==> src/rtl/core/rpb_pkg.sv <==
// Shared types and constants for the RGB pixel blend unit.
package rpb_pkg;

    localparam int CHAN_W  = 8;
    localparam int MODE_W  = 3;
    localparam int PIXEL_W = 3 * CHAN_W;

    localparam logic [CHAN_W-1:0] CHAN_MAX = 8'hFF;

    localparam logic [MODE_W-1:0] MODE_BLACK    = 3'd0;
    localparam logic [MODE_W-1:0] MODE_LERP     = 3'd1;
    localparam logic [MODE_W-1:0] MODE_ADD      = 3'd2;
    localparam logic [MODE_W-1:0] MODE_SUBTRACT = 3'd3;
    localparam logic [MODE_W-1:0] MODE_MULTIPLY = 3'd4;
    localparam logic [MODE_W-1:0] MODE_DODGE    = 3'd5;
    localparam logic [MODE_W-1:0] MODE_SCREEN   = 3'd6;
    // Unused code; blends to black like MODE_BLACK.
    localparam logic [MODE_W-1:0] MODE_SPARE    = 3'd7;

    // Pipeline control handed from the control block to the channel lanes.
    typedef struct packed {
        logic              load1;
        logic              load2;
        logic              load3;
        logic              valid2;
        logic [MODE_W-1:0] mode2;
        logic              in_stall;
        logic              out_valid;
    } ctrl_t;

endpackage

==> src/rtl/core/rpb_pipe_ctrl.sv <==
// Valid bits, stage load enables and mode register for the blend pipeline.
module rpb_pipe_ctrl
(
    input  logic                       clk,
    input  logic                       rst_n,
    input  logic                       in_valid,
    input  logic                       out_stall,
    input  logic                       cfg_valid,
    input  logic [rpb_pkg::MODE_W-1:0] cfg_data,
    output rpb_pkg::ctrl_t             ctrl
);

    logic                       v1_reg, v2_reg, v3_reg;
    logic                       v1_next, v2_next, v3_next;
    logic [rpb_pkg::MODE_W-1:0] mode_reg, mode1_reg, mode2_reg;
    logic                       en1, en2, en3;

    // A stage takes new data when it is empty or its content moves on.
    assign en3 = !v3_reg || !out_stall;
    assign en2 = !v2_reg || en3;
    assign en1 = !v1_reg || en2;

    assign v1_next = en1 ? in_valid : v1_reg;
    assign v2_next = en2 ? v1_reg   : v2_reg;
    assign v3_next = en3 ? v2_reg   : v3_reg;

    always_ff @(posedge clk or negedge rst_n)
    begin
        if (!rst_n)
        begin
            v1_reg    <= 1'b0;
            v2_reg    <= 1'b0;
            v3_reg    <= 1'b0;
            mode_reg  <= rpb_pkg::MODE_BLACK;
            mode1_reg <= rpb_pkg::MODE_BLACK;
            mode2_reg <= rpb_pkg::MODE_BLACK;
        end
        else
        begin
            v1_reg <= v1_next;
            v2_reg <= v2_next;
            v3_reg <= v3_next;
            if (cfg_valid)
            begin
                mode_reg <= cfg_data;
            end
            if (en1 && in_valid)
            begin
                mode1_reg <= mode_reg;
            end
            if (en2 && v1_reg)
            begin
                mode2_reg <= mode1_reg;
            end
        end
    end

    always_comb
    begin
        ctrl.load1     = en1 && in_valid;
        ctrl.load2     = en2 && v1_reg;
        ctrl.load3     = en3 && v2_reg;
        ctrl.valid2    = v2_reg;
        ctrl.mode2     = mode2_reg;
        ctrl.in_stall  = !en1;
        ctrl.out_valid = v3_reg;
    end

endmodule

==> src/rtl/core/rpb_chan_dp.sv <==
// Three-stage datapath for one 8-bit color channel.
module rpb_chan_dp
(
    input  logic                       clk,
    input  rpb_pkg::ctrl_t             ctrl,
    input  logic [rpb_pkg::CHAN_W-1:0] base_chan,
    input  logic [rpb_pkg::CHAN_W-1:0] new_chan,
    input  logic [rpb_pkg::CHAN_W-1:0] alpha,
    output logic [rpb_pkg::CHAN_W-1:0] result_chan
);

    // Stage 1: the 8x8 products.
    logic [7:0]  b1_reg, a1_reg;
    logic [15:0] na1_reg, nb1_reg, ba1_reg;

    // Stage 2: per-mode values before clamping, and the dodge product.
    logic [7:0]  b2_reg, lerp2_reg, mul2_reg;
    logic [8:0]  add2_reg, sub2_reg;
    logic [10:0] scr2_reg;
    logic [23:0] nba2_reg;

    logic [7:0]  res_reg;

    logic [15:0] lerp_sum;
    logic [8:0]  add_next, sub_next;
    logic [10:0] scr_next;
    logic [8:0]  dodge_sum;
    logic [7:0]  res_next;

    always_ff @(posedge clk)
    begin
        if (ctrl.load1)
        begin
            b1_reg  <= base_chan;
            a1_reg  <= alpha;
            na1_reg <= {8'd0, new_chan} * {8'd0, alpha};
            nb1_reg <= {8'd0, new_chan} * {8'd0, base_chan};
            ba1_reg <= {8'd0, base_chan} * {8'd0, alpha};
        end
    end

    // Lerp as (b*256 + n*a - b*a) >> 8, never negative and below 256*256.
    assign lerp_sum = {b1_reg, 8'd0} + na1_reg - ba1_reg;
    assign add_next = {1'b0, b1_reg} + {1'b0, na1_reg[15:8]};
    assign sub_next = {1'b0, b1_reg} - {1'b0, na1_reg[15:8]};
    // (2*b*a) >> 8 equals (b*a) >> 7.
    assign scr_next = {3'd0, b1_reg} + {3'd0, a1_reg} - {2'd0, ba1_reg[15:7]};

    always_ff @(posedge clk)
    begin
        if (ctrl.load2)
        begin
            b2_reg    <= b1_reg;
            lerp2_reg <= lerp_sum[15:8];
            mul2_reg  <= nb1_reg[15:8];
            add2_reg  <= add_next;
            sub2_reg  <= sub_next;
            scr2_reg  <= scr_next;
            nba2_reg  <= {8'd0, nb1_reg} * {16'd0, a1_reg};
        end
    end

    assign dodge_sum = {1'b0, b2_reg} + {1'b0, nba2_reg[23:16]};

    always_comb
    begin
        unique case (ctrl.mode2)
            rpb_pkg::MODE_LERP:
            begin
                res_next = lerp2_reg;
            end
            rpb_pkg::MODE_ADD:
            begin
                res_next = add2_reg[8] ? rpb_pkg::CHAN_MAX : add2_reg[7:0];
            end
            rpb_pkg::MODE_SUBTRACT:
            begin
                res_next = sub2_reg[8] ? 8'd0 : sub2_reg[7:0];
            end
            rpb_pkg::MODE_MULTIPLY:
            begin
                res_next = mul2_reg;
            end
            rpb_pkg::MODE_DODGE:
            begin
                res_next = dodge_sum[8] ? rpb_pkg::CHAN_MAX : dodge_sum[7:0];
            end
            rpb_pkg::MODE_SCREEN:
            begin
                if (scr2_reg[10])
                begin
                    res_next = 8'd0;
                end
                else if (scr2_reg[9:8] != 2'd0)
                begin
                    res_next = rpb_pkg::CHAN_MAX;
                end
                else
                begin
                    res_next = scr2_reg[7:0];
                end
            end
            default:
            begin
                res_next = 8'd0;
            end
        endcase
    end

    always_ff @(posedge clk)
    begin
        if (ctrl.load3)
        begin
            res_reg <= res_next;
        end
    end

    assign result_chan = res_reg;

endmodule

==> src/rtl/core/rgb_pixel_blend_unit.sv <==
// Top level of the RGB pixel blend unit: control, three channel lanes, assertions.
//
//  channel  | handshake              | payload
//  ---------+------------------------+-----------------------------------
//  input    | in_valid / in_stall    | base_rgb[23:0] new_rgb[23:0] alpha[7:0]
//  output   | out_valid / out_stall  | result_rgb[23:0]
//  config   | cfg_valid / cfg_ready  | cfg_data[2:0] (blend_mode)
//
// One pixel enters per clock while in_stall is low; out_valid rises once the pixel
// has passed the three stages: the product stage, the dodge product and per-mode
// sum stage, and the clamp/select output register.
// Reset clears the valid bits and sets blend_mode to black (0).
// Each stage moves on when it is empty or the stage after it moves, so a
// stall at the output fills bubbles first and loses or repeats nothing; the
// input stalls only when all three stages hold a transaction and out_stall is high.
module rgb_pixel_blend_unit
(
    input  logic                        clk,
    input  logic                        rst_n,
    input  logic                        in_valid,
    output logic                        in_stall,
    input  logic [rpb_pkg::PIXEL_W-1:0] base_rgb,
    input  logic [rpb_pkg::PIXEL_W-1:0] new_rgb,
    input  logic [rpb_pkg::CHAN_W-1:0]  alpha,
    output logic                        out_valid,
    input  logic                        out_stall,
    output logic [rpb_pkg::PIXEL_W-1:0] result_rgb,
    input  logic                        cfg_valid,
    output logic                        cfg_ready,
    input  logic [rpb_pkg::MODE_W-1:0]  cfg_data
);

    rpb_pkg::ctrl_t ctrl;

    // The mode register takes a write in any cycle.
    assign cfg_ready = 1'b1;

    rpb_pipe_ctrl u_ctrl
    (
        .clk       (clk),
        .rst_n     (rst_n),
        .in_valid  (in_valid),
        .out_stall (out_stall),
        .cfg_valid (cfg_valid),
        .cfg_data  (cfg_data),
        .ctrl      (ctrl)
    );

    assign in_stall  = ctrl.in_stall;
    assign out_valid = ctrl.out_valid;

    // One lane per color channel; all lanes share the same control.
    for (genvar ch = 0; ch < 3; ch++)
    begin : g_chan
        rpb_chan_dp u_chan
        (
            .clk         (clk),
            .ctrl        (ctrl),
            .base_chan   (base_rgb[ch*rpb_pkg::CHAN_W +: rpb_pkg::CHAN_W]),
            .new_chan    (new_rgb[ch*rpb_pkg::CHAN_W +: rpb_pkg::CHAN_W]),
            .alpha       (alpha),
            .result_chan (result_rgb[ch*rpb_pkg::CHAN_W +: rpb_pkg::CHAN_W])
        );
    end

`ifndef NO_ASSERTIONS
    // Input stalls only when the whole pipe is full and the output is held.
    a_stall_full: assert property (@(posedge clk) disable iff (!rst_n)
        in_stall |-> (out_valid && out_stall))
        else $error("input stalled while pipeline had room");

    // A held output register must not be overwritten.
    a_no_overwrite: assert property (@(posedge clk) disable iff (!rst_n)
        (out_valid && out_stall) |-> !ctrl.load3)
        else $error("output register loaded during stall");

    // Black mode drives a zero pixel into the output register.
    a_black_zero: assert property (@(posedge clk) disable iff (!rst_n)
        (ctrl.load3 && ctrl.valid2 &&
         (ctrl.mode2 == rpb_pkg::MODE_BLACK || ctrl.mode2 == rpb_pkg::MODE_SPARE))
        |=> (result_rgb == '0))
        else $error("black mode produced nonzero pixel");
`endif

endmodule
==> config.mk <==
export PLATFORM = sky130hd
export DESIGN_NAME = rgb_pixel_blend_unit
export DESIGN_NICKNAME = d
export VERILOG_FILES = /design/src/rtl/core/rpb_pkg.sv /design/src/rtl/core/rpb_pipe_ctrl.sv /design/src/rtl/core/rpb_chan_dp.sv /design/src/rtl/core/rgb_pixel_blend_unit.sv
export SDC_FILE = /design/constraint.sdc
export NUM_CORES = 2
export LEC_CHECK = 0
export BUFFER_PORTS_ARGS = -buffer_cell sky130_fd_sc_hd__buf_2
export CORE_MARGIN = 3
export CORE_UTILIZATION = 55
export CTS_CLUSTER_SIZE = 28
export DETAILED_ROUTE_END_ITERATION = 12
export PLACE_DENSITY = 0.83
export RECOVER_POWER = 100
export SYNTH_ARGS = -nofsm -noshare
export SYNTH_HDL_FRONTEND = slang
export SYNTH_HIERARCHICAL = 1
export SYNTH_SLANG_ARGS = --single-unit
==> constraint.sdc <==
create_clock -name clk -period 4.85 [get_ports clk]
set_input_delay 0.7275 -clock clk [delete_from_list [all_inputs] [get_ports clk]]
set_output_delay 0.7275 -clock clk [all_outputs]
set_load 0.02 [all_outputs]
==> results.py <==
metrics = {
    "place": {
        "hpwl_um": 94900,
        "port_buffers": 89,
        "post_dp_cell_area_sq_um": 54100,
        "placed_cells": 6479,
        "place_congestion": 0.901,
    },
    "sta": {
        "final.min_clock_period_ns": 4.95,
        "slew_viol_final": 99,
        "period_share_pct": 102,
        "hold_violations": 0,
        "fin_ws_ns": -0.0997,
        "rsz0062_at_grt": "true",
        "setup_viol": 7,
        "worst_pin_slew_ns": 2.45,
        "fmax_mhz": 202,
        "relSlewSlack_pct": -64.4,
        "skew_ns": 0.0174,
    },
    "routing": {
        "wirelength_um": 122000,
        "drc": 0,
        "drt-pass1-iter-count": 5,
        "ant_nets": 0,
        "num_vias": 37000,
        "wl_per_cell_um": 18.4,
        "via_per_inst": 5.57,
        "drtIter0Drc": 2674,
    },
    "cts": {
        "clkSinkCount": 408,
        "cts_root_buffer": "clkbuf_16",
        "clk_latency_ns": 0.60,
        "cts_buffers": 47,
        "h-tree-depth": 2,
        "cts_tree": "yes",
        "clk_path_buf_depth": 3,
        "clkTransAtPathRegs_ns": 0.06,
    },
    "floorplan": {
        "core.rowCount": 110,
        "die_x_um": 308,
        "dieArea_sq_um": 94700,
        "fp.coreArea_sq_um": 90100,
        "start_util_pct": 55.5,
        "dieHeight_um": 308,
        "pin_count": 91,
    },
    "critical_path": {
        "crit_path_cell_trace": "buf_4 -> nand2_2 -> fa_1 -> fa_1 -> inv_1 -> fa_1 -> inv_1 -> fa_1 -> inv_2 -> ha_4 -> nand2_2 -> o311a_4 -> or3_4 -> a22oi_2 -> and2b_2 -> o311ai_1",
        "worstPathMaxFanout": 6,
        "reg2regPathDepth": 16,
        "start_kind": "flip-flop",
        "crit_arrival_ns": 5.26,
        "crit_top_cell": "fa_1",
        "worstReg2RegStart": "g_chan[0].u_chan/a1_reg[6]",
        "setup.worst_path.start": "g_chan[0].u_chan/a1_reg[6]",
        "endpoint_kind": "flip-flop",
        "reg2reg_slack_ns": -0.1,
        "critical_path_required_ns": 5.16,
        "critical_path_class": "flip-flop to flip-flop",
        "cp_slowest_cell": "edfxtp_1",
        "cpPeakStageDelay_ns": 0.54,
    },
    "synthesis": {
        "synth_cells": 5027,
        "syn_area_sq_um": 50000,
        "syn_area_per_cell_sq_um": 9.96,
        "synth_nets": 6330,
        "yosys_warnings": 6,
    },
    "job": {
        "drv_cap": 3,
    },
    "outcome": {
        "outcome": "finished with violations",
        "failed_checks": "capacitance limit, slew limit, setup timing",
    },
    "hold_path": {
        "hold_depth": 2,
        "hp-class": "primary input to flip-flop",
        "min-delay-start": "in_valid",
    },
    "finish": {
        "nets": 6716,
        "register_area_sq_um": 12200,
        "multi_input_area_sq_um": 34300,
        "fillers": 6666,
        "final_cell_mix": "inv_1 (929), ha_1 (611), fa_1 (598)",
        "drive_gt1_share_pct": 10.2,
        "area_growth_pct": 12.4,
        "stdcell_area_sq_um": 56300,
        "final_common_cell": "inv_1",
        "stdcell_count": 6633,
        "final_util_pct": 62.4,
    },
    "global_route": {
        "grt_pass1_vias": 39200,
        "grt_max_degree": 67,
        "grtUsageTotal_pct": 25.7,
        "antenna_found_initial": 13,
        "grt_pass1_wl_um": 196000,
        "grt-ovfl-total": 0,
    },
}
-- metrics by stage --
stage / setup TNS [ns] / setup WS, ns / hold slack [ns]
final: -0.294 / -0.0997 / 0.337
after global routing: -6.49 / -0.224 / 0.334
after CTS: -0.0385 / -0.0385 / 0.328
after detailed placement: -2.45 / -0.193 / 0.500
after global placement: -0.509 / -0.121 / 0.491
after floorplan: 0 / 0.0506 / 0.432
-- worst max-delay path, delay by kind of cell (launching register included) --
family | cells | cell delay (ns)
fa+ha+maj | 5 | 2.30
compound gates | 3 | 0.78
simple gates | 4 | 0.73
flops | 1 | 0.54
buf+inv | 4 | 0.33
-- routing by layer --
metal	track usage, %	share of wire [%]
met1	31.9	39
met2	45.0	50
met5	0	0.065
met4	11.1	4.9
met3	3.44	6.4
-- final cells by class --
cell class	count	share of cell area [%]
Antenna cell	7	0.0311
Multi-Input combinational cell	3559	60.9
Clock inverter	35	0.649
Tap cell	1176	2.61
Sequential cell	408	21.7
Inverter	943	6.29
Clock buffer	51	2.12
Timing Repair Buffer	454	5.73
-- path summary, 6_finish.rpt --
path / end
setup / recovery: g_chan[0].u_chan/nba2_reg[22]
hold / removal: u_ctrl/v1_reg
setup reg to reg: g_chan[0].u_chan/nba2_reg[22]
hold reg to reg: u_ctrl/v2_reg
max in group asynchronous: u_ctrl/mode1_reg[1]
min in group asynchronous: u_ctrl/v1_reg
-- timing repair --
action / in CTS / in global routing
hold buffers: 1 / 0
buffers inserted: 31 / 30
resized for setup: 30 / 91
endpoints found under the hold margin: 12 / 0
pin swaps: 33 / 84
setup endpoints to repair: 8 / 20
Power is not shown: default switching activity piles up to over one toggle a cycle in this logic, so the estimate is an artifact.
